## config.mk

```make
export PLATFORM = sky130hd
export DESIGN_NAME = char_command_differential_drive_top
export DESIGN_NICKNAME = d
export VERILOG_FILES = /design/src/hdl/ccdd_pkg.sv /design/src/hdl/char_command_differential_drive_top.sv
export SDC_FILE = /design/constraint.sdc
export NUM_CORES = 1
export LEC_CHECK = 0
export BUFFER_PORTS_ARGS = -buffer_cell sky130_fd_sc_hd__buf_2
export CELL_PAD_IN_SITES_DETAIL_PLACEMENT = 2
export CELL_PAD_IN_SITES_GLOBAL_PLACEMENT = 2
export CORE_ASPECT_RATIO = 0.6
export CORE_MARGIN = 4
export CORE_UTILIZATION = 25
export CTS_BUF_LIST = sky130_fd_sc_hd__clkbuf_4 sky130_fd_sc_hd__clkbuf_8 sky130_fd_sc_hd__clkbuf_16
export DETAILED_ROUTE_END_ITERATION = 16
export PLACE_DENSITY = 0.61
export SLEW_MARGIN = 20
export SYNTH_ARGS = -nofsm -noshare
export SYNTH_HDL_FRONTEND = slang
export SYNTH_SLANG_ARGS = --single-unit
export TNS_END_PERCENT = 30
```

## constraint.sdc

```tcl
create_clock -name clk_i -period 13.18 [get_ports clk_i]
set_clock_uncertainty 0.2 [all_clocks]
set_input_delay 0.659 -clock clk_i [delete_from_list [all_inputs] [get_ports clk_i]]
set_output_delay 0.659 -clock clk_i [all_outputs]
set_load 0.01 [all_outputs]
```

## src/hdl/ccdd_pkg.sv

```systemverilog
`timescale 1ns / 1ps
// ----------------------------------------------------------------------------
// ccdd_pkg
// Shared constants for the character-command differential drive block:
// command characters, register indexes, drive direction codes and widths.
// ----------------------------------------------------------------------------
package ccdd_pkg;

  localparam int unsigned CharW  = 8;
  localparam int unsigned RegW   = 8;
  localparam int unsigned CfgIdxW = 3;
  localparam int unsigned SpeedW = 10;
  localparam int unsigned TurnW  = 9;
  localparam int unsigned HeadW  = 8;
  localparam int unsigned CalcW  = 11;
  localparam int unsigned DirW   = 2;
  localparam int unsigned MagW   = 9;
  localparam int unsigned OutDataW = 32;

  // Command characters.
  localparam logic [CharW-1:0] CmdPlus   = 8'h2B;  // '+'
  localparam logic [CharW-1:0] CmdMinus  = 8'h2D;  // '-'
  localparam logic [CharW-1:0] CmdRight  = 8'h3E;  // '>'
  localparam logic [CharW-1:0] CmdLeft   = 8'h3C;  // '<'
  localparam logic [CharW-1:0] CmdStop   = 8'h20;  // ' '
  localparam logic [CharW-1:0] CmdStraight = 8'h3D; // '='
  localparam logic [CharW-1:0] CmdHeadDn = 8'h72;  // 'r'
  localparam logic [CharW-1:0] CmdHeadUp = 8'h6C;  // 'l'

  // Configuration register indexes.
  localparam logic [CfgIdxW-1:0] RegSpeedStep  = 3'd0;
  localparam logic [CfgIdxW-1:0] RegTurnStep   = 3'd1;
  localparam logic [CfgIdxW-1:0] RegMinSpeed   = 3'd2;
  localparam logic [CfgIdxW-1:0] RegMaxSpeed   = 3'd3;
  localparam logic [CfgIdxW-1:0] RegHeadCenter = 3'd4;

  // Register reset values.
  localparam logic [RegW-1:0] SpeedStepRst  = 8'd10;
  localparam logic [RegW-1:0] TurnStepRst   = 8'd10;
  localparam logic [RegW-1:0] MinSpeedRst   = 8'd0;
  localparam logic [RegW-1:0] MaxSpeedRst   = 8'd255;
  localparam logic [RegW-1:0] HeadCenterRst = 8'd90;

  // Drive direction codes.
  localparam logic [DirW-1:0] DirStop    = 2'd0;
  localparam logic [DirW-1:0] DirForward = 2'd1;
  localparam logic [DirW-1:0] DirReverse = 2'd2;

  localparam logic signed [CalcW-1:0] TurnLimit = 11'sd255;
  localparam logic [HeadW-1:0] HeadLimit = 8'd255;

  typedef struct packed {
    logic [DirW-1:0] dir;
    logic [MagW-1:0] mag;
  } drive_t;

endpackage

```

## src/hdl/char_command_differential_drive_top.sv

```systemverilog
`timescale 1ns / 1ps
// ----------------------------------------------------------------------------
// char_command_differential_drive_top
// Decodes one command character per request, updates speed, turn and head
// levels and reports both drive outputs and the head position.
// ----------------------------------------------------------------------------
//  Channel   Direction  Contents
//  s_axis    in         tdata[7:0] cmd_char
//  m_axis    out        tuser recognized; tdata right_dir, right_mag, left_dir,
//                       left_mag, head_pos
//  cfg       in         write enable, register index, 8-bit data
//
// One request per cycle unless stalled; the result is valid the next cycle.
// The level update, limiting and drive math sit in one combinational pass
// between the level registers and the result register.
// A held result stalls the input only when it is not taken in the same cycle.
// Reset loads the reset value of the head center register into the head level
// and zeroes speed and turn.
// ----------------------------------------------------------------------------
module char_command_differential_drive_top
  import ccdd_pkg::*;
(
  input  logic                clk_i,
  input  logic                rst_ni,
  input  logic                s_axis_tvalid_i,
  output logic                s_axis_tready_o,
  input  logic [CharW-1:0]    s_axis_tdata_i,   // [7:0] cmd_char
  output logic                m_axis_tvalid_o,
  input  logic                m_axis_tready_i,
  // [1:0] right_dir, [10:2] right_mag, [12:11] left_dir, [21:13] left_mag,
  // [29:22] head_pos, [31:30] zero
  output logic [OutDataW-1:0] m_axis_tdata_o,
  output logic                m_axis_tuser_o,   // [0] recognized
  input  logic                cfg_we_i,
  input  logic [CfgIdxW-1:0]  cfg_addr_i,
  input  logic [RegW-1:0]     cfg_data_i
);

  logic [RegW-1:0] speed_step_q, turn_step_q, min_speed_q, max_speed_q;
  logic signed [SpeedW-1:0] speed_q, speed_d;
  logic signed [TurnW-1:0]  turn_q, turn_d;
  logic [HeadW-1:0]         head_q, head_d;
  logic                     out_valid_q;
  logic                     recog_q, recog_d;
  drive_t                   right_q, right_d, left_q, left_d;
  logic                     accept;

  logic signed [CalcW-1:0] speed_raw, speed_lim, turn_raw, mn, mx, right_v, left_v;

  assign s_axis_tready_o = !out_valid_q || m_axis_tready_i;
  assign accept = s_axis_tvalid_i && s_axis_tready_o;

  function automatic drive_t drive_of(input logic signed [CalcW-1:0] v);
    drive_t d;
    logic signed [CalcW-1:0] neg;
    neg = -v;
    if (v > 0) begin
      d.dir = DirForward;
      d.mag = v[MagW-1:0];
    end else if (v < 0) begin
      d.dir = DirReverse;
      d.mag = neg[MagW-1:0];
    end else begin
      d.dir = DirStop;
      d.mag = '0;
    end
    return d;
  endfunction

  always_ff @(posedge clk_i or negedge rst_ni) begin
    if (!rst_ni) begin
      speed_step_q  <= SpeedStepRst;
      turn_step_q   <= TurnStepRst;
      min_speed_q   <= MinSpeedRst;
      max_speed_q   <= MaxSpeedRst;
    end else if (cfg_we_i) begin
      unique case (cfg_addr_i)
        RegSpeedStep:  speed_step_q  <= cfg_data_i;
        RegTurnStep:   turn_step_q   <= cfg_data_i;
        RegMinSpeed:   min_speed_q   <= cfg_data_i;
        RegMaxSpeed:   max_speed_q   <= cfg_data_i;
        // The head center only counts at reset, where it always holds its
        // reset value, so a write to it has no effect.
        RegHeadCenter: ;
        default: ;
      endcase
    end
  end

  always_comb begin
    speed_raw = CalcW'(speed_q);
    turn_raw  = CalcW'(turn_q);
    head_d    = head_q;
    recog_d   = 1'b1;
    unique case (s_axis_tdata_i)
      CmdPlus:     speed_raw = CalcW'(speed_q) + $signed({3'b000, speed_step_q});
      CmdMinus:    speed_raw = CalcW'(speed_q) - $signed({3'b000, speed_step_q});
      CmdRight:    turn_raw  = CalcW'(turn_q) + $signed({3'b000, turn_step_q});
      CmdLeft:     turn_raw  = CalcW'(turn_q) - $signed({3'b000, turn_step_q});
      CmdStop: begin
        speed_raw = '0;
        turn_raw  = '0;
      end
      CmdStraight: turn_raw = '0;
      CmdHeadDn:   if (head_q != '0) head_d = head_q - 1'b1;
      CmdHeadUp:   if (head_q != HeadLimit) head_d = head_q + 1'b1;
      default:     recog_d = 1'b0;
    endcase

    // Turn saturates symmetrically.
    if (turn_raw > TurnLimit) turn_raw = TurnLimit;
    else if (turn_raw < -TurnLimit) turn_raw = -TurnLimit;
    turn_d = turn_raw[TurnW-1:0];

    // Dead band limiting: the max bound wins when min exceeds max on the
    // positive side, the min bound wins on the negative side.
    mn = $signed({3'b000, min_speed_q});
    mx = $signed({3'b000, max_speed_q});
    speed_lim = speed_raw;
    if (speed_raw > 0) begin
      if (speed_lim < mn) speed_lim = mn;
      if (speed_lim > mx) speed_lim = mx;
    end else if (speed_raw < 0) begin
      if (speed_lim < -mx) speed_lim = -mx;
      if (speed_lim > -mn) speed_lim = -mn;
    end
    speed_d = speed_lim[SpeedW-1:0];

    right_v = speed_lim - turn_raw;
    left_v  = speed_lim + turn_raw;
    if (right_v > mx) right_v = mx;
    if (left_v > mx) left_v = mx;
    right_d = drive_of(right_v);
    left_d  = drive_of(left_v);
  end

  always_ff @(posedge clk_i or negedge rst_ni) begin
    if (!rst_ni) begin
      speed_q     <= '0;
      turn_q      <= '0;
      head_q      <= HeadCenterRst;
      out_valid_q <= 1'b0;
    end else begin
      if (accept) begin
        speed_q     <= speed_d;
        turn_q      <= turn_d;
        head_q      <= head_d;
        out_valid_q <= 1'b1;
      end else if (m_axis_tready_i) begin
        out_valid_q <= 1'b0;
      end
    end
  end

  always_ff @(posedge clk_i) begin
    if (accept) begin
      recog_q <= recog_d;
      right_q <= right_d;
      left_q  <= left_d;
    end
  end

  assign m_axis_tvalid_o = out_valid_q;
  assign m_axis_tuser_o  = recog_q;
  assign m_axis_tdata_o  = {2'b00, head_q, left_q.mag, left_q.dir, right_q.mag, right_q.dir};

`ifndef ASSERT_OFF
  a_speed_range: assert property (@(posedge clk_i) disable iff (!rst_ni)
    (speed_q <= 10'sd255) && (speed_q >= -10'sd255))
    else $error("speed level out of range");

  a_turn_range: assert property (@(posedge clk_i) disable iff (!rst_ni)
    (turn_q <= 9'sd255) && (turn_q >= -9'sd255))
    else $error("turn level out of range");

  a_stop_clears: assert property (@(posedge clk_i) disable iff (!rst_ni)
    accept && (s_axis_tdata_i == CmdStop) |=> (speed_q == '0) && (turn_q == '0))
    else $error("stop command did not clear speed and turn");

  a_head_hold: assert property (@(posedge clk_i) disable iff (!rst_ni)
    accept && (s_axis_tdata_i != CmdHeadDn) && (s_axis_tdata_i != CmdHeadUp)
    |=> $stable(head_q) && m_axis_tvalid_o && (m_axis_tdata_o[29:22] == head_q))
    else $error("head moved or result missing");
`endif

endmodule

```

* Yosys cells after proc, flatten, opt, wreduce, memory -nomap -nowiden *
Cells that the tools add are included.

word-level totals
  flip-flop bits (word level) = 83
  bits in latches = 0
  RAM bits = 0
  bits in read-only memories = 0
  bits of input ports = 24
  output and inout bits = 35
  logic and storage cells = 92
  memories = 0

operators by class
  add/subtract/negate cells = 12
  multiply operators = 0
  div/mod/pow operators = 0
  magnitude comparators = 14
  eq/ne operators = 14
  shifts and indexed selects = 0
  multiplexer cells = 25
  bitwise gates (word level) = 0
  reductions and logical operators = 14

operators by type and width
  kind                   count
  $mux W11               15
  $pmux W11 S3           2
  $eq A8 B6 Y1 const B   6
  $gt A11 B1 Y1 const B  3
  $gt A11 B9 Y1          3
  $lt A11 B1 Y1 const B  3
  $neg A8 Y11            2
  $mux W9                2
  $neg A9 Y9             2
  $eq A8 B7 Y1 const B   2
  $mux W8                2
  $pmux W8 S2            1
  $add A10 B9 Y11        1
  $add A11 B11 Y11       1
  $gt A11 B11 Y1         1
  $gt A11 B9 Y1 const B  1
  $lt A11 B11 Y1         1
  $lt A11 B9 Y1          1
  $lt A11 B9 Y1 const B  1
  $sub A10 B9 Y11        1
  $sub A11 B11 Y11       1
  $add A9 B9 Y10         1
  $sub A9 B9 Y10         1
  $add A8 B1 Y8 const B  1
  other kinds (16)       24

* Longest topological paths before layout *
Gate-level depths: netlist of the first run.

  depth after elaboration = 16
  depth in mapped cells = 61
  mapped depth without buffers = 58

* Worst setup path before layout of the first run *
Ideal clock, no wire load.

  kind = input to register
  start point = in s_axis_tdata_i[4]
  end point = reg right_q, in the netlist m_axis_tdata_o[3], data pin
  setup time = 0.262 ns
  arrival time = 11.606 ns
  data required time = 12.718 ns
  setup slack = 1.112 ns
  stages = 54
  cells stage by stage = or4b_4 > or2_2 > clkbuf_1 > nor2b_1 > xnor2_1 > ha_1 > nor2b_1 > o2111ai_1 > a31oi_1 > or2_2 > o2111ai_1 > o21ai_1 > a21oi_4 > inv_2 > ha_1 > nand4_1 > a211oi_1 > nor2_1 > [... 18 more ...] > o21a_1 > o21a_1 > o21a_1 > o21ai_0 > nand2b_1 > a21oi_1 > nor2b_1 > o22ai_1 > and2_1 > clkbuf_1 > o21ai_1 > o21ai_1 > ha_1 > nand3_1 > or3_1 > or3_1 > a31o_2 > mux2_1

RTL lines
  what                  line                                        RTL
  start, declared       char_command_differential_drive_top.sv:27   input logic [CharW-1:0] s_axis_tdata_i,
  end signal, assigned  char_command_differential_drive_top.sv:158  right_q <= right_d;
  end, declared         char_command_differential_drive_top.sv:45   drive_t right_q, right_d, left_q, left_d;

==> flow_summary.toml, run 1 <==
[run_status]
status = "completed"

[setup_path]
reg2reg_depth = 48
crit_required_ps = 13100
cpMostUsedCell = "ha_1"
cp_max_fo = 18
cp_slowest_cell = "or4b_4"
ff2ff_setup_slack_ps = 1060
arrival_ps = 12360
cp-start-kind = "input port"
setup.worst_path.start = "s_axis_tdata_i[4]"
crit_end = "m_axis_tdata_o[3]"
max_stage_delay_ps = 580
cp-end-kind = "flip-flop"
regToRegStartpoint = "speed_step_q[6]"
r2r_end = "m_axis_tdata_o[3]"
crit_type = "in2reg"

[final_layout]
utilization_pct = 29.30
area_growth_pct = 15.69
drive_gt1_share_pct = 19.08
finish.net_count = 1176
antenna_cells = 0
final_cells = 1507
seq_area_um2 = 2212
multi_input_area_um2 = 5983
postLayoutCellArea_um2 = 9854
fillers = 3838

[sta]
worstMarginPinSlew_ps = 1024
hold_viol_final = 0
layout_min_cycle_time_ps = 12440
maxSlewViolCount = 0
timing.final.ws_setup_ps = 735.4
setup-tns-final_ps = 0
finalSetupViolations = 0
finalCritPeriodShare_pct = 94.42
max_freq_mhz = 80.36
whs_ps = 263.2
relSlewSlack_pct = 31.04

[global_route]
track_usage_pct = 17.46
grt_pass1_wl_mm = 49.36
grt_pass1_vias = 7860
antenna_found_initial = 3
grt_overflow_total = 0
grt_max_degree = 61

[yosys]
yosys.area.top_type_share_pct = 15.28
synthDistinctLibCells = 84
synthArstFlopShare_pct = 72.29
synth_edf_count = 23
yosys.area.top_type = "ha_1"
synth_most_common_cell = "ha_1"
synth_seq_cells = 83
synth_area_leaders = "ha_1, dfrtp_1, edfxtp_1"
netlist_area_um2 = 8518
syn_area_per_cell_um2 = 8.710
netlist_instances = 978
yosys_most_used_dff = "dfrtp_1"
synth_seq_area_share_pct = 25.97
synth_common_cells = "ha_1, nand2_1, inv_1, o21ai_0"
yosys_warnings = 0

[clock_network]
cts_sinks = 83
clkTransAtPathRegs_ps = 70
clock_latency_ps = 370
clockBufferDepth = 2
cts-root-buf = "clkbuf_16"
tritoncts = "done"
htreeDepth = 3
numCtsBuffers = 9

[worst_hold_path]
hold_path.class = "in2async"

[detailed_routing]
postRouteAntennaNets = 0
viasPerCell = 5.109
wl_per_cell_um = 21.48
routed_wl_mm = 32.37
vias = 7699
drt-initial-drc-count = 422
drc_errors = 0
first_pass_iters = 4

[floorplanning]
core_um2 = 33640
rows = 52
initial_core_util_pct = 25.32
die_y_um = 151.0
boundaryPins = 59
die_area_um2 = 37190
chipWidth_um = 246.3

[placement]
dpl_cell_area_um2 = 9457
dp_hpwl_mm = 26.43
dp.cells = 1489
port_buffers = 56
pre_cts_slack_ps = -116.1
gp_congestion = 0.8580

[power]
power_leakage_nw = 4.376
ir_drop_v = 0.0001254
pwr_density_cell_nw_per_um2 = 324.1
total_power_mw = 3.194

[run]
max_cap_violations = 0
critical path, delay by kind of cell:
family | cells | cell delay, ps
muxes | 2 | 580
buffers and inverters | 5 | 630
adders and majority gates | 7 | 2200
AOI/OAI and AO/OA | 21 | 4000
xor gates and xnor gates | 1 | 120
and+or+nand+nor | 16 | 4130
layer usage:
metal | share of wire, % | global-route usage, % | up-vias
met1 | 56 | 27.96 | 3919
li1 | - | - | 3669
met2 | 40 | 24.32 | 98
met3 | 3.7 | 3.167 | 13
met5 | 0 | 0 | -
met4 | 0.58 | 2.522 | 0
worst min-delay path by stage:
stage	depth (start not counted)	to	slack, ps	start
2_1_floorplan	0	head_q[0]	160	rst_ni
3_3_place_gp	2	head_q[6]	310	head_q[6]
3_5_place_dp	2	head_q[6]	320	head_q[6]
4_1_cts	2	head_q[5]	290	rst_ni
5_1_grt	2	m_axis_tvalid_o	310	s_axis_tvalid_i
6_report	2	head_q[5]	260	rst_ni
layout make-up:
cell class                 count  share of cell area, %
clock inverter                 6                 0.4825
tap                          459                  5.828
multi-input combinational    784                  60.72
inverter                      81                  3.085
sequential                    83                  22.45
clock buffer                  10                  2.425
timing repair buffer          84                  5.015
logic make-up (layout without fill, tap and decap cells):
| logic type | after synthesis | after routing | share of synthesized area [%] |
|---|---|---|---|
| flip-flops | 83 | 83 | 25.97 |
| AND/OR/NAND/NOR | 280 | 280 | 16.30 |
| other | 1 | 2 | 0.04402 |
| XOR/XNOR | 71 | 71 | 7.388 |
| adder cells (fa/ha/maj) | 109 | 109 | 16.45 |
| buffers and inverters | 112 | 181 | 5.156 |
| AO/OA/AOI/OAI | 264 | 264 | 21.24 |
| multiplexers | 58 | 58 | 7.447 |
repair_timing:
item                       4_1_cts  5_1_grt
buffers inserted                 0        2
setup endpoints to repair        0       13
resized for setup                0       23
hold buffers                     0        0
cell usage in the layout, fill, tap and decap left out, types with 8 or more instances in the layout:
master     count
ha_1         102
nand2_1       82
inv_1         79
o21ai_0       63
nor2_1        60
a21oi_1       58
buf_2         56
xnor2_1       49
dfrtp_1       44
mux2_2        42
buf_4         27
o21a_1        23
edfxtp_1      23
nor3_1        21
nand3_1       20
xor2_1        19
nor2b_1       16
dfstp_2       16
nand4_1       15
mux2i_1       14
a21o_1        13
or3_1         12
nand2b_1      10
o21bai_1       9
clkbuf_16      9
nor4_1         8
o21ai_1        8
registers in the layout, summed over array words and instances, names as in the netlist, 8 cells and up:
name            flops
speed_q            10
m_axis_tdata_o     22
turn_step_q         8
turn_q              9
head_q              8
min_speed_q         8
speed_step_q        8
max_speed_q         8
power by group:
group / switching, mW / internal [mW] / total (mW)
clock network: 0.122 / 0.135 / 0.258
logic: 1.44 / 1.02 / 2.46
registers: 0.0786 / 0.396 / 0.475
Note: power is estimated with default switching activity, not from simulation.
==> run 2, diff against run 1 <==
CORE_MARGIN = 3   (was 4)
MAX_ROUTING_LAYER = met4   (was default)
==> flow_summary.toml, run 2 (synthesis results as in run 1) <==
[run_status]
status = "completed"

[floorplanning]
die_y_um = 149.0
initial_core_util_pct = 25.82
core_um2 = 32990
boundaryPins = 59
die_area_um2 = 36400
rows = 51
chipWidth_um = 244.3

[sta]
finalSetupViolations = 0
rsz0062_at_grt = "false"
finalCritPeriodShare_pct = 94.00
setup-tns-final_ps = 0
relSlewSlack_pct = 30.01
worstMarginPinSlew_ps = 1050
maxSlewViolCount = 0
hold_viol_final = 0
layout_min_cycle_time_ps = 12390
max_freq_mhz = 80.71

[setup_path]
ff2ff_setup_slack_ps = 1130
cp-end-kind = "flip-flop"
crit_required_ps = 13110
arrival_ps = 12320
cp-start-kind = "input port"
cp_slowest_cell = "or4b_4"
cp_max_fo = 13
crit_type = "in2reg"
cpMostUsedCell = "o21a_1"
max_stage_delay_ps = 590

[global_route]
antenna_found_initial = 5
grt_overflow_total = 0
grt_pass1_wl_mm = 51.07
grt_max_degree = 61
track_usage_pct = 18.98
grt_pass1_vias = 8132

[detailed_routing]
viasPerCell = 5.095
wl_met2_mm = 12.99
drc_errors = 0
first_pass_iters = 5
top_layer_used = "met4"
postRouteAntennaNets = 0
vias = 7637
routed_wl_mm = 32.60
wl_per_cell_um = 21.75
drt-initial-drc-count = 435
wl_met3_mm = 1.514
wl_met1_mm = 17.90

[clock_network]
clock_latency_ps = 380
numCtsBuffers = 9
clockBufferDepth = 2
clkTransAtPathRegs_ps = 70
htreeDepth = 3
tritoncts = "done"
cts_sinks = 83
cts-root-buf = "clkbuf_16"

[final_layout]
largest_reg_flops = 22
layout_common_cells = "ha_1, nand2_1, inv_1"
postLayoutCellArea_um2 = 9867
finish.net_count = 1176
final_cells = 1499
final_common_cell = "ha_1"
area_growth_pct = 15.83
drive_gt1_share_pct = 19.18

[power]
switching_power_mw = 1.629
pwr_density_cell_nw_per_um2 = 322.6
combPwrFrac_pct = 76.0
power_frac_seq_pct = 14.9
power.internal_mw = 1.554
p_clk_share_pct = 9.1
power_leakage_nw = 4.397
ir_drop_v = 0.0001099
total_power_mw = 3.183
swShare_pct = 51.19

[worst_hold_path]
hold_path.class = "in2async"

[placement]
dpl_cell_area_um2 = 9438
dp.cells = 1479
gp_congestion = 0.8858
dp_hpwl_mm = 26.70
port_buffers = 56

[run]
max_cap_violations = 0
-- run 2: worst paths after layout --
kind,start,cells after the start,to
setup / recovery,s_axis_tdata_i[4],52,m_axis_tdata_o[3]
hold / removal,rst_ni,2,head_q[5]
setup reg to reg,speed_step_q[5],47,m_axis_tdata_o[3]
hold reg to reg,turn_step_q[1],2,turn_step_q[1]
max in group asynchronous,rst_ni,2,turn_step_q[6]
min in group clk_i,s_axis_tvalid_i,2,m_axis_tvalid_o
-- run 2: power groups by stage --
stage | clock network [mW] | logic, mW | registers (mW)
final | 0.290 | 2.42 | 0.475
after global routing | 0.311 | 2.71 | 0.487
after CTS | 0.302 | 2.37 | 0.478
after detailed placement | 0 | 2.35 | 0.481
after global placement | 0 | 2.31 | 0.480
after floorplan | 0 | 1.61 | 0.462
-- run 2: layout make-up --
type	instances	area [um2]
fill	3787	23120
multi-input combinational	784	5964
sequential	83	2212
tap	450	563.0
timing repair buffer	84	494.2
inverter	81	304.0
clock buffer	12	271.5
clock inverter	4	55.05
antenna	1	2.502
-- run 2: per-layer routing --
layer | global-route usage, % | vias to the layer above
met1 | 28.28 | 3855
li1 | - | 3672
met3 | 4.634 | 14
met4 | 2.788 | 0
met2 | 26.04 | 96
met5 | - | -
-- run 2: metrics by stage --
stage                     hold slack (ps)  utilization (%)  setup WS [ps]
after detailed placement            336.1            28.61         -213.5
after CTS                           285.2            29.60          123.3
after global routing                307.8            29.90          2.857
after floorplan                     163.4                -           1112
final                               261.9            29.91          790.4
after global placement              314.6            28.61          342.8
-- run 2: repair_timing --
item / CTS / global route
setup endpoints to repair: 0 / 13
resized for setup: 0 / 20
setup buffers: 0 / 2
hold buffers: 0 / 0
-- run 2: worst max-delay path, delay by kind of cell --
kind	cells	cell delay [ps]
buffers and inverters	4	500
AOI/OAI and AO/OA	23	4060
adders and majority gates	8	2770
and+or+nand+nor	14	3390
muxes	3	950
==> run 3, diff against run 2 <==
clock period = 13.7 ns   (was 13.18 ns; I/O delays follow)
==> flow_summary.toml, run 3 (synthesis results as in run 1) <==
[sta]
maxSlewViolCount = 0
finalCritPeriodShare_pct = 94.04
rsz0062_at_grt = "false"
layout_min_cycle_time_ps = 12880
max_freq_mhz = 77.62
relSlewSlack_pct = 33.73
hold_viol_final = 0
finalSetupViolations = 0
setup-tns-final_ps = 0
worstMarginPinSlew_ps = 980.2

[detailed_routing]
vias = 7751
postRouteAntennaNets = 0
drt-initial-drc-count = 483
drc_errors = 0
wl_per_cell_um = 22.45
viasPerCell = 5.202
routed_wl_mm = 33.45
first_pass_iters = 5

[power]
pwr_density_cell_nw_per_um2 = 310.8
ir_drop_v = 0.0001019
power_leakage_nw = 4.333

[floorplanning]
die_y_um = 149.0
boundaryPins = 59
rows = 51
die_area_um2 = 36400
chipWidth_um = 244.3
initial_core_util_pct = 25.82
core_um2 = 32990

[setup_path]
setup.worst_path.start = "s_axis_tdata_i[4]"
cpMostUsedCell = "ha_1"
cp_max_fo = 17
r2r_end = "m_axis_tdata_o[3]"
ff2ff_setup_slack_ps = 1260
crit_type = "in2reg"
cp-end-kind = "flip-flop"
regToRegStartpoint = "speed_step_q[6]"
max_stage_delay_ps = 580
reg2reg_depth = 47
crit_required_ps = 13640
cp-start-kind = "input port"
cp_slowest_cell = "or4b_4"
arrival_ps = 12820

[final_layout]
finish.net_count = 1168
utilization_pct = 29.54
largest_reg_flops = 22
fillers = 3756
layout_common_cells = "ha_1, nand2_1, inv_1"
area_growth_pct = 14.41
drive_gt1_share_pct = 18.08
antenna_cells = 0
postLayoutCellArea_um2 = 9746
final_common_cell = "ha_1"

[global_route]
track_usage_pct = 19.09
grt_max_degree = 61
grt_pass1_vias = 7993
antenna_found_initial = 4
grt_pass1_wl_mm = 51.04
grt_overflow_total = 0

[placement]
port_buffers = 56
dpl_cell_area_um2 = 9400
gp_congestion = 0.8909
dp_hpwl_mm = 27.41

[clock_network]
numCtsBuffers = 9
tritoncts = "done"
cts_sinks = 83
holdBufCountCts = 0
cts-root-buf = "clkbuf_16"
htreeDepth = 3
postCtsSetupRepairBufs = 0
clkTransAtPathRegs_ps = 80
clockBufferDepth = 2
clock_latency_ps = 380

[run_status]
status = "completed"

[run]
max_cap_violations = 0

[worst_hold_path]
hold_path.class = "in2async"
==> run 3: cell types whose count changed in the layout (fill, tap and decap cells not counted), sizes merged <==
| cell | previous run | this run |
|---|---|---|
| buf | 83 | 76 |
| bufinv | 1 | 0 |
| clkbuf | 13 | 10 |
| clkinv | 2 | 1 |
| clkinvlp | 0 | 1 |
| diode | 1 | 0 |
| inv | 82 | 85 |
==> run 3: through the flow <==
stage | setup WS, ps | std cells | hold WS (ps) | total power, mW
after global placement | 741.9 | 1474 | 313.6 | 2.665
after floorplan | 1606 | 979 | 189.4 | 1.990
after global routing | 1.648 | 1490 | 319.8 | 3.322
final | 816.6 | 1490 | 285.6 | 3.029
after CTS | 650.6 | 1490 | 300.7 | 2.987
after detailed placement | 291.0 | 1474 | 327.2 | 2.709
==> run 3: worst max path at each step <==
stage	endpoint	slack (ps)	cells after the start
finish	m_axis_tdata_o[3]	820	51
global route	m_axis_tdata_o[3]	2	51
CTS	m_axis_tdata_o[3]	650	51
detailed placement	m_axis_tdata_o[3]	290	50
global placement	m_axis_tdata_o[3]	740	50
floorplan	m_axis_tdata_o[3]	1610	54
==> run 3: layout make-up <==
type	count	area [um2]	area share, %
Inverter	81	304.0	3.120
Timing Repair Buffer	76	430.4	4.416
Sequential cell	83	2212	22.70
Tap cell	450	563.0	5.777
Clock buffer	10	232.7	2.388
Multi-Input combinational cell	784	5958	61.14
Clock inverter	6	45.04	0.4622
==> run 3: what timing repair did <==
| action | CTS | global route |
|---|---|---|
| resized for setup | 0 | 10 |
| endpoints found under the setup margin | 0 | 3 |
| hold endpoints to repair | 0 | 0 |
==> run 3: where the power goes <==
part	internal (mW)	switching (mW)	total [mW]
sequential	0.381	0.0770	0.458
clock	0.127	0.124	0.251
combinational	0.939	1.38	2.32
==> run 3: worst max-delay path, delay by kind of cell <==
family                     cells  cell delay, ps
buffers and inverters          5             740
muxes                          3             910
and+or+nand+nor               16            4140
adders and majority gates      7            2220
AOI/OAI and AO/OA             18            3620
xor gates and xnor gates       2             460
==> run 3: metal layers <==
metal	track usage, %	routed length (um)
met1	29.76	18600
met2	25.55	13120
met3	3.485	1501
met4	2.521	231
met5	-	0
